==> src/hw/rtl/tasp_pkg.sv <==
// Shared types, constants and the speed-to-period table for the step pulse generator.
// No dependencies; every other file in hw/rtl imports this package.
package tasp_pkg;

  // Number of axes and the fixed field widths of the channels.
  localparam int AXES        = 3;
  localparam int LEVELS_W    = 3;
  localparam int AXIS_W      = 2;
  localparam int STEP_CNT_W  = 31;
  localparam int EDGE_W      = 32;
  localparam int PRESCALE_W  = 10;
  localparam int SPEED_W     = 7;
  localparam int CFG_IDX_W   = 1;
  localparam int CFG_DATA_W  = 7;

  // Step period bounds in microseconds and the tick length.
  localparam int SLOWEST_PERIOD_US = 10000;
  localparam int FASTEST_PERIOD_US = 500;
  localparam int TICK_US           = 10;
  localparam int PERCENT_FULL      = 100;

  // Legal speed range and the speed after reset.
  localparam logic [SPEED_W-1:0] SPEED_MIN   = SPEED_W'(1);
  localparam logic [SPEED_W-1:0] SPEED_MAX   = SPEED_W'(100);
  localparam logic [SPEED_W-1:0] SPEED_RESET = SPEED_W'(50);

  // Item kinds.
  localparam logic ACT_TICK = 1'b0;
  localparam logic ACT_MOVE = 1'b1;

  // Configuration register indexes.
  localparam logic [CFG_IDX_W-1:0] CFG_SPEED  = 1'b0;
  localparam logic [CFG_IDX_W-1:0] CFG_ENABLE = 1'b1;

  localparam int SPEED_LEVELS = 2 ** SPEED_W;
  localparam int PERIOD_MAX   = 2 ** PRESCALE_W - 1;

  typedef logic [PRESCALE_W-1:0] period_tab_t [SPEED_LEVELS];

  // Command from the top level to one axis.
  typedef struct packed {
    logic              load;
    logic              dir;
    logic [EDGE_W-1:0] target;
    logic              wrap;
  } axis_cmd_t;

  // Pin levels of one axis after the current word.
  typedef struct packed {
    logic step;
    logic dir;
    logic moving;
  } axis_status_t;

  // Prescaler period for every speed code, worked out at elaboration.
  function automatic period_tab_t build_period_table();
    period_tab_t tab;
    int          p;
    for (int s = 0; s < SPEED_LEVELS; s++) begin
      p = FASTEST_PERIOD_US +
          ((SLOWEST_PERIOD_US - FASTEST_PERIOD_US) * (PERCENT_FULL - s)) / PERCENT_FULL;
      p = p / TICK_US;
      if (p < 0) p = 0;
      if (p > PERIOD_MAX) p = PERIOD_MAX;
      tab[s] = PRESCALE_W'(p);
    end
    return tab;
  endfunction

  localparam period_tab_t PERIOD_TABLE = build_period_table();

endpackage

==> src/hw/rtl/three_axis_step_pulse_generator.sv <==
// Top level of the three-axis step pulse generator: input register, prescaler, axes,
// result register. Depends on tasp_pkg, tasp_cfg and tasp_axis.
//
//   Channel  Ports                                         Direction  Moves per word
//   in       in_valid/in_stall, action axis dir steps      input      one tick or move
//   out      out_valid/out_stall, step dir moving enable   output     pin levels
//   cfg      cfg_we, cfg_index, cfg_wdata                  input      one register write
//
// Each word passes through the input register; then the prescaler and all axes update in
// parallel and the levels land in the result register.
// A new word is accepted every cycle unless the result side stalls; the axis update never holds the flow.
// Reset is synchronous and active low; it clears all axis state and the prescaler.
// A stall on the result side holds the result register and then the input register.
module three_axis_step_pulse_generator (
  input  logic                               clk,
  input  logic                               rst_n,
  input  logic                               in_valid,
  output logic                               in_stall,
  input  logic                               in_action,
  input  logic [tasp_pkg::AXIS_W-1:0]        in_axis,
  input  logic                               in_direction,
  input  logic [tasp_pkg::STEP_CNT_W-1:0]    in_step_count,
  output logic                               out_valid,
  input  logic                               out_stall,
  output logic [tasp_pkg::LEVELS_W-1:0]      out_step_levels,
  output logic [tasp_pkg::LEVELS_W-1:0]      out_direction_levels,
  output logic [tasp_pkg::LEVELS_W-1:0]      out_moving_mask,
  output logic                               out_drivers_enabled,
  input  logic                               cfg_we,
  input  logic [tasp_pkg::CFG_IDX_W-1:0]     cfg_index,
  input  logic [tasp_pkg::CFG_DATA_W-1:0]    cfg_wdata
);
  import tasp_pkg::*;

  logic                  in_valid_r, in_valid_nxt;
  logic                  action_r;
  logic [AXIS_W-1:0]     axis_r;
  logic                  dir_r;
  logic [STEP_CNT_W-1:0] steps_r;
  logic                  out_valid_r, out_valid_nxt;
  logic [LEVELS_W-1:0]   step_levels_r, dir_levels_r, moving_r;
  logic                  enabled_r;
  logic [PRESCALE_W-1:0] prescale_r, prescale_nxt;
  logic [PRESCALE_W-1:0] period;
  logic                  drivers_enable;
  logic                  advance, in_accept, tick, wrap;
  logic [LEVELS_W-1:0]   step_nxt, dir_nxt, moving_nxt;
  axis_cmd_t             cmd    [AXES];
  axis_status_t          status [AXES];

  tasp_cfg u_cfg (
    .clk            (clk),
    .rst_n          (rst_n),
    .cfg_we         (cfg_we),
    .cfg_index      (cfg_index),
    .cfg_wdata      (cfg_wdata),
    .period         (period),
    .drivers_enable (drivers_enable)
  );

  // Handshake: the held word moves on when the result register is free or being taken.
  assign advance      = in_valid_r && (!out_valid_r || !out_stall);
  assign in_stall     = in_valid_r && !advance;
  assign in_accept    = in_valid && !in_stall;
  assign in_valid_nxt = in_accept || (in_valid_r && !advance);
  assign out_valid_nxt = advance || (out_valid_r && out_stall);

  always_ff @(posedge clk) begin
    if (!rst_n) begin
      in_valid_r  <= 1'b0;
      out_valid_r <= 1'b0;
    end else begin
      in_valid_r  <= in_valid_nxt;
      out_valid_r <= out_valid_nxt;
    end
  end

  // Input register.
  always_ff @(posedge clk) begin
    if (in_accept) begin
      action_r <= in_action;
      axis_r   <= in_axis;
      dir_r    <= in_direction;
      steps_r  <= in_step_count;
    end
  end

  // Shared prescaler: counts ticks up to the period, then wraps and steps the axes.
  assign tick = advance && (action_r == ACT_TICK);
  assign wrap = tick && !(prescale_r < period);

  always_comb begin
    prescale_nxt = prescale_r;
    if (tick) begin
      if (wrap) prescale_nxt = '0;
      else      prescale_nxt = prescale_r + PRESCALE_W'(1);
    end
  end

  always_ff @(posedge clk) begin
    if (!rst_n) prescale_r <= '0;
    else        prescale_r <= prescale_nxt;
  end

  // Axis lanes; a move for an axis that does not exist reaches none of them.
  for (genvar a = 0; a < AXES; a++) begin : g_axis
    assign cmd[a].load   = advance && (action_r == ACT_MOVE) && (axis_r == AXIS_W'(a));
    assign cmd[a].dir    = dir_r;
    assign cmd[a].target = {steps_r, 1'b0};
    assign cmd[a].wrap   = wrap;

    tasp_axis u_axis (
      .clk        (clk),
      .rst_n      (rst_n),
      .cmd        (cmd[a]),
      .status_nxt (status[a])
    );
  end

  // Gather the per-axis levels into the result bit vectors.
  for (genvar b = 0; b < LEVELS_W; b++) begin : g_levels
    if (b < AXES) begin : g_used
      assign step_nxt[b]   = status[b].step;
      assign dir_nxt[b]    = status[b].dir;
      assign moving_nxt[b] = status[b].moving;
    end else begin : g_unused
      assign step_nxt[b]   = 1'b0;
      assign dir_nxt[b]    = 1'b0;
      assign moving_nxt[b] = 1'b0;
    end
  end

  // Result register.
  always_ff @(posedge clk) begin
    if (advance) begin
      step_levels_r <= step_nxt;
      dir_levels_r  <= dir_nxt;
      moving_r      <= moving_nxt;
      enabled_r     <= drivers_enable;
    end
  end

  assign out_valid            = out_valid_r;
  assign out_step_levels      = step_levels_r;
  assign out_direction_levels = dir_levels_r;
  assign out_moving_mask      = moving_r;
  assign out_drivers_enabled  = enabled_r;

endmodule

==> src/hw/rtl/tasp_cfg.sv <==
// Configuration registers: speed percent with its registered prescaler period, driver enable.
// Depends on tasp_pkg.
module tasp_cfg (
  input  logic                              clk,
  input  logic                              rst_n,
  input  logic                              cfg_we,
  input  logic [tasp_pkg::CFG_IDX_W-1:0]    cfg_index,
  input  logic [tasp_pkg::CFG_DATA_W-1:0]   cfg_wdata,
  output logic [tasp_pkg::PRESCALE_W-1:0]   period,
  output logic                              drivers_enable
);
  import tasp_pkg::*;

  logic [PRESCALE_W-1:0] period_r, period_nxt;
  logic                  enable_r, enable_nxt;
  logic [SPEED_W-1:0]    speed_in;

  assign speed_in = cfg_wdata[SPEED_W-1:0];

  // A speed write outside the legal range leaves the period unchanged.
  always_comb begin
    period_nxt = period_r;
    enable_nxt = enable_r;
    if (cfg_we) begin
      case (cfg_index)
        CFG_SPEED: begin
          if (speed_in inside {[SPEED_MIN:SPEED_MAX]}) period_nxt = PERIOD_TABLE[speed_in];
        end
        CFG_ENABLE: begin
          enable_nxt = cfg_wdata[0];
        end
        default: begin
        end
      endcase
    end
  end

  always_ff @(posedge clk) begin
    if (!rst_n) begin
      period_r <= PERIOD_TABLE[SPEED_RESET];
      enable_r <= 1'b0;
    end else begin
      period_r <= period_nxt;
      enable_r <= enable_nxt;
    end
  end

  assign period         = period_r;
  assign drivers_enable = enable_r;

endmodule

==> src/hw/rtl/tasp_axis.sv <==
// One axis: edge counter, edge target, step toggle and direction level.
// Depends on tasp_pkg.
module tasp_axis (
  input  logic                    clk,
  input  logic                    rst_n,
  input  tasp_pkg::axis_cmd_t     cmd,
  output tasp_pkg::axis_status_t  status_nxt
);
  import tasp_pkg::*;

  logic [EDGE_W-1:0] count_r, count_nxt;
  logic [EDGE_W-1:0] target_r, target_nxt;
  logic              toggle_r, toggle_nxt;
  logic              step_r, step_nxt;
  logic              moving_r, moving_nxt;
  logic              dir_r, dir_nxt;

  // A move command restarts the axis; a prescaler wrap makes one edge or stops it.
  always_comb begin
    count_nxt  = count_r;
    target_nxt = target_r;
    toggle_nxt = toggle_r;
    step_nxt   = step_r;
    moving_nxt = moving_r;
    dir_nxt    = dir_r;
    if (cmd.load) begin
      dir_nxt    = cmd.dir;
      target_nxt = cmd.target;
      count_nxt  = '0;
      moving_nxt = 1'b1;
    end else if (cmd.wrap && moving_r) begin
      if (count_r < target_r) begin
        count_nxt  = count_r + EDGE_W'(1);
        step_nxt   = toggle_r;
        toggle_nxt = ~toggle_r;
      end else begin
        moving_nxt = 1'b0;
      end
    end
  end

  always_ff @(posedge clk) begin
    if (!rst_n) begin
      count_r  <= '0;
      target_r <= '0;
      toggle_r <= 1'b0;
      step_r   <= 1'b0;
      moving_r <= 1'b0;
      dir_r    <= 1'b0;
    end else begin
      count_r  <= count_nxt;
      target_r <= target_nxt;
      toggle_r <= toggle_nxt;
      step_r   <= step_nxt;
      moving_r <= moving_nxt;
      dir_r    <= dir_nxt;
    end
  end

  // The result word reports levels after this item.
  assign status_nxt.step   = step_nxt;
  assign status_nxt.dir    = dir_nxt;
  assign status_nxt.moving = moving_nxt;

endmodule

==> config.mk <==
export PLATFORM = sky130hd
export DESIGN_NAME = three_axis_step_pulse_generator
export DESIGN_NICKNAME = d
export VERILOG_FILES = /design/src/hw/rtl/tasp_pkg.sv /design/src/hw/rtl/three_axis_step_pulse_generator.sv /design/src/hw/rtl/tasp_cfg.sv /design/src/hw/rtl/tasp_axis.sv
export SDC_FILE = /design/constraint.sdc
export NUM_CORES = 1
export LEC_CHECK = 0
export BUFFER_PORTS_ARGS = -buffer_cell sky130_fd_sc_hd__buf_2
export CAP_MARGIN = 20
export CELL_PAD_IN_SITES_DETAIL_PLACEMENT = 0
export CELL_PAD_IN_SITES_GLOBAL_PLACEMENT = 2
export CORE_ASPECT_RATIO = 1.4
export CORE_MARGIN = 2
export CORE_UTILIZATION = 25
export DETAILED_ROUTE_END_ITERATION = 8
export MAX_ROUTING_LAYER = met4
export PLACE_DENSITY_LB_ADDON = 0.15
export SYNTH_ARGS = -nofsm -noshare
export SYNTH_HDL_FRONTEND = slang
export SYNTH_SLANG_ARGS = --single-unit
==> constraint.sdc <==
create_clock -name clk -period 4.45 [get_ports clk]
set_input_delay 0.445 -clock clk [delete_from_list [all_inputs] [get_ports clk]]
set_output_delay 0.445 -clock clk [all_outputs]
set_load 0.02 [all_outputs]
== Yosys cells after proc, flatten, opt, wreduce, memory -nomap -nowiden ==
Memory sizes are Yosys's and may differ from the RTL's. A register that Yosys moved wholly into a read port is not among the register bits.
Index checks and enable logic that the tools add are counted.

* $add $sub $neg: 4
* $lt $le $gt $ge: 6
* Equal/unequal tests: 2
* Mux-type cells: 22
* Bitwise operators: 10
* Reduce and logical (&&, ||, !) cells: 35

{| class="wikitable"
|+ Operators with widths
! kind !! count
|-
| $add 32x1->32 const B || 3
|-
| $lt 32x32->1 || 3
|-
| $mux 1 || 21
|-
| $logic_and 1x1->1 || 14
|-
| $reduce_and 3->1 || 4
|-
| $add 10x1->10 const B || 1
|-
| $lt 10x10->1 || 1
|-
| $mux 10 || 1
|-
| $not 1->1 || 9
|-
| $not 7->8 || 1
|-
| $reduce_and 2->1 || 4
|-
| $ge 7x1->1 const B || 1
|-
| $le 7x7->1 const B || 1
|-
| $logic_not 1->1 || 6
|-
| $reduce_or 2->1 || 3
|-
| $logic_or 1x1->1 || 3
|-
| $eq 2x1->1 const B || 1
|-
| $eq 2x2->1 const B || 1
|-
| $logic_not 2->1 || 1
|}

* Register bits: 259
* Memory bits (read-only): 1280
* Input bits: 48
* Output and inout bits: 12
* Word-level logic and storage cells: 110
* Memories kept: 1

{| class="wikitable"
|+ Memory list
! name !! depth !! width !! read ports !! clocked after memory_dff !! write ports !! RTL line !! text
|-
| (no name shown) || 128 || 10 || 1 || 1 || 0 || tasp_cfg.sv:27 || <nowiki>if (speed_in inside {[SPEED_MIN:SPEED_MAX]}) period_nxt = PERIOD_TABLE[speed_in];</nowiki>
|}

== Longest topological paths before layout ==
* Depth in word-level cells: 8
* Gate-level depth with buffers: 12

== Cells and area by module ==
Synthesis repeated with hierarchy kept, for this count alone.

* Cell total of the unflattened synthesis: 1573
* Area total of the unflattened synthesis: 14889.3 µm²

{| class="wikitable"
|+ Modules (own cells, without submodules)
! module !! times used !! cells each !! area an instance (µm²) !! sequential area each (µm²)
|-
| tasp_axis || 3 || 416 || 3793.6 || 1361.3
|-
| three_axis_step_pulse_generator || 1 || 148 || 2184.6 || 1591.5
|-
| tasp_cfg || 1 || 177 || 1323.8 || 220.2
|}

== Worst setup path after synthesis ==
No wires, ideal clock.

* Path type: reg2reg
* Start: register g_axis[2].u_axis.target_r[30]
* End: register g_axis[2].u_axis.count_r[26]
* Library setup time: 0.070 ns
* Arrival: 2.692 ns
* Required time: 4.380 ns
* Path slack: 1.688 ns
* Cell stages (with the launch flop): 11
* Buffers on the path: 1
* Period minus slack after synthesis: 2.762 ns
* Cell sequence: dfxtp_1 inv_1 ha_1 a21oi_1 nand2_1 a211o_1 or4_4 a211o_1 buf_6 or4_1 a21oi_1

* Longest elaborated chain between the ends: 2

{| class="wikitable"
|+ Ends and longest elaborated chain
! item !! RTL line !! text
|-
| start: declaration || tasp_axis.sv:12 || <nowiki>logic [EDGE_W-1:0] target_r, target_nxt;</nowiki>
|-
| start signal: assignment || tasp_axis.sv:52 || <nowiki>target_r <= target_nxt;</nowiki>
|-
| $lt 32x32->1 || tasp_axis.sv:32 || <nowiki>if (count_r < target_r) begin</nowiki>
|-
| $reduce_and 2->1 (no line) || -- ||
|-
| end signal: assignment || tasp_axis.sv:51 || <nowiki>count_r <= count_nxt;</nowiki>
|-
| end: declaration || tasp_axis.sv:11 || <nowiki>logic [EDGE_W-1:0] count_r, count_nxt;</nowiki>
|}

Every way passes these cells.
A chain may end at the register's enable or synchronous reset.

== Worst setup path after layout ==
* Start: register u_cfg.period_r[4] (netlist: u_cfg.period[4])
* End: register g_axis[1].u_axis.step_r

* Longest elaborated chain between the ends: 6

{| class="wikitable"
|+ Ends and longest elaborated chain
! item !! RTL line !! text
|-
| start: declaration || tasp_cfg.sv:14 || <nowiki>logic [PRESCALE_W-1:0] period_r, period_nxt;</nowiki>
|-
| $lt 10x10->1 || three_axis_step_pulse_generator.sv:90 || <nowiki>assign wrap = tick && !(prescale_r < period);</nowiki>
|-
| $logic_not 1->1 || three_axis_step_pulse_generator.sv:90 ||
|-
| $logic_and 1x1->1 || three_axis_step_pulse_generator.sv:90 ||
|-
| $logic_and 1x1->1 || tasp_axis.sv:31 || <nowiki>end else if (cmd.wrap && moving_r) begin</nowiki>
|-
| $mux 1 || tasp_axis.sv:31 ||
|-
| $mux 1 || tasp_axis.sv:26 || <nowiki>if (cmd.load) begin</nowiki>
|-
| net g_axis[1].u_axis.step_nxt || tasp_axis.sv:14 || <nowiki>logic step_r, step_nxt;</nowiki>
|-
| end signal: assignment || tasp_axis.sv:54 || <nowiki>step_r <= step_nxt;</nowiki>
|-
| end: declaration || tasp_axis.sv:14 ||
|}

The timed path passes the listed nets, and every way through them passes these cells.

==> key figures <==
Timing
  • Fmax: 300.4 MHz
  • Final Hold Viols: 0
  • Fin crit share: 74.80%
  • Slew margin rel.: 28.42%
  • RSZ-0062 raised after global routing: no
  • Worst Max-Slew Pin Slew: 1.070 ns
  • Final TNS setup: 0 ns
  • Min cycle time layout: 3.329 ns
  • Final setup viols: 0
  • Clk_skew: 0.02579 ns
  • Max-slew violation count: 0

Detailed routing
  • Routed WL: 44190 um
  • DR vias/cell: 4.856
  • Avg WL per Cell: 17.92 um
  • Routed Antenna Nets: 0
  • TritonRoute pass-1 iters: 5
  • Initial detailed-routing violation count: 541
  • Via count: 11970
  • DRC Markers: 0

CTS
  • Worst skew pair latency: 0.60 ns
  • Clock-pin slew on the worst setup and hold paths: 0.06 ns
  • CTS tree: yes
  • Clk Tree Root Cell: clkbuf_16
  • H-tree level count: 1
  • Bufs on Longest Clock Path: 3
  • Total CTS buffers: 31
  • Clock sink total: 269

Worst setup path
  • CP Capture Type: flip-flop
  • Worst endpoint required time: 4.95 ns
  • Worst setup SP type: flip-flop
  • Data arrival, critical path: 3.83 ns
  • Setup CP Type: flip-flop to flip-flop
  • Max FO, Critical Path: 20

Synth
  • Cell with the most instances after synthesis: nand2_1
  • Mapped Cells: 1666
  • Ranking of synthesized cells by area: dfxtp_1, ha_1, edfxtp_1, nand2_1, a21oi_1
  • Synthesized flop and latch total: 269
  • Synth top area share: 32.06%
  • Ys Warns: 0
  • Commonest cells post-synth: nand2_1, dfxtp_1, a21oi_1
  • Number of enable flip-flop cells after synthesis: 45
  • Asr flop ratio synth: 0%
  • Mapped Avg Cell Area: 8.396 um^2
  • Post-synth top area cell: dfxtp_1
  • Prevailing post-synth register cell: dfxtp_1
  • Mapped cell area: 13990 um^2
  • Register area share after synthesis: 41.72%
  • Mapped Nets: 1825
  • Distinct cells, synth: 63

Layout
  • Fin cells: 2466
  • Area of the multi-input gates: 7345 um^2
  • Area Growth Syn to Fin: 16.41%
  • Register area: 5836 um^2
  • Number of diodes: 0
  • Share of layout cells above drive strength 1: 8.861%
  • Fillers: 5931
  • Total Nets Final: 1872

Placement
  • Dpl hpwl: 32030 um
  • Routability Congestion: 0.7687
  • PortBufs: 59
  • Placed cell count: 2388

Die
  • Io pins: 60
  • Core ar.: 55260 um^2
  • Initial Utilization: 25.31%
  • Die W: 203.9 um
  • Row Count: 102
  • Full die area: 57880 um^2
  • Die Ht: 283.9 um

Min path
  • Hold Path Class: primary input to flip-flop

Run status
  • Status: finished clean

Power and ir drop
  • Peak VDD IR: 302.9 uV
  • Leakage: 5.762 nW
  • Pwr per Cell Area: 338.0 nW/um^2

GRT
  • Total grt overflow: 0
  • Initial antenna violation count: 0
  • GR Util All Layers: 15.60%
  • Number of global-route vias before repair: 11610
  • Largest net degree at the start of global routing: 70
  • Global-route wire length before repair: 68950 um

Run
  • Max-Cap Viols: 0
-- final timing paths --
path | from | endpoint | slack [ns] | depth (start not counted)
setup / recovery | u_cfg.period[4] | g_axis[1].u_axis.step_r | 1.12 | 9
hold / removal | in_step_count[3] | steps_r[3] | 0.04 | 1
setup reg to reg | u_cfg.period[4] | g_axis[1].u_axis.step_r | 1.12 | 9
hold reg to reg | u_cfg.drivers_enable | out_drivers_enabled | 0.44 | 0
-- routing by layer --
metal | vias up | track usage (%) | wire (um)
li1 | 6095 | - | -
met1 | 5674 | 18.61 | 19310
met2 | 146 | 28.00 | 22870
met3 | 59 | 1.332 | 1025
met4 | 0 | 3.905 | 981
met5 | - | - | 0
-- sequential cells by signal, summed over array words and instances, names as in the netlist --
register,flops
in_valid_r,1
out_moving_mask,3
u_cfg.period,10
out_valid,1
g_axis.u_axis.toggle_r,3
prescale_r,10
g_axis.u_axis.dir_r,3
out_drivers_enabled,1
axis_r,2
g_axis.u_axis.step_r,3
dir_r,1
out_direction_levels,3
action_r,1
g_axis.u_axis.count_r,96
g_axis.u_axis.moving_r,3
steps_r,31
u_cfg.drivers_enable,1
g_axis.u_axis.target_r,93
out_step_levels,3
-- cells by family (layout without fill, tap and decap cells) --
logic type      Yosys count  after routing  share of synthesized area (%)
xor+xnor                 16             16                          1.002
buf+inv                 218            290                          5.922
mux                      22             22                          1.691
simple gates            621            621                          21.69
fa+ha+maj               111            111                          9.929
flops                   269            269                          41.72
compound gates          409            409                          18.04
-- worst max-delay path: stages (launching register included) --
cell and delay [ns]:
dfxtp_1 0.33, inv_1 0.05, ha_1 0.30, a21oi_1 0.15
a211oi_1 0.09, a2111o_1 0.39, o21ai_2 0.71, a211o_1 0.62
mux2_2 0.42, and2_1 0.16
-- area by class of cell --
type	instances	area share (%)
Multi-Input combinational cell	1179	45.11
Sequential cell	269	35.84
Tap cell	728	5.594
Clock buffer	44	5.433
Timing Repair Buffer	100	4.088
Inverter	132	3.058
Clock inverter	14	0.8837
-- report_power, final --
part / switching (mW) / internal [mW]
registers: 0.0459 / 2.52
logic: 0.201 / 0.104
clock network: 1.13 / 1.50
-- cells in the final DEF, fill, tap and decap left out, types with 9 or more instances in the layout --
cell type	instances
and3_1	20
nor3_1	10
buf_4	20
or4_1	39
nor2_1	53
mux2i_1	18
and4_1	11
o31ai_1	40
dlygate4sd3_1	20
a211oi_1	14
and2_1	14
nand3_1	54
inv_1	130
a21o_1	14
clkbuf_16	31
o211ai_1	13
a21oi_1	211
dfxtp_1	224
a31oi_1	9
or3_1	33
xor2_1	12
nor4_1	11
nand4_1	48
ha_1	111
edfxtp_1	45
o21ai_0	44
buf_2	59
nand2_1	302
a211o_1	10
-- timing repair --
item,CTS,global route
hold buffers,20,0
hold endpoints to repair,20,0
setup buffers,0,0
gates resized for setup,0,0
-- metrics by stage --
| stage | hold slack (ns) | instance area (um^2) | total power [mW] | worst slack, ns | utilization, % |
|---|---|---|---|---|---|
| 2_1_floorplan | 0.4081 | 13990 | 2.777 | 1.688 | - |
| 4_1_cts | 0.0002252 | 16280 | 5.611 | 1.074 | 29.47 |
| 3_5_place_dp | 0.4310 | 15050 | 2.919 | 1.062 | 27.24 |
| 6_report | 0.04077 | 16280 | 5.504 | 1.121 | 29.47 |
| 5_1_grt | 0.01518 | 16280 | 5.704 | 0.9177 | 29.47 |
| 3_3_place_gp | 0.4199 | 15050 | 2.919 | 1.104 | 27.24 |
Power figures use the tool's default switching activity.
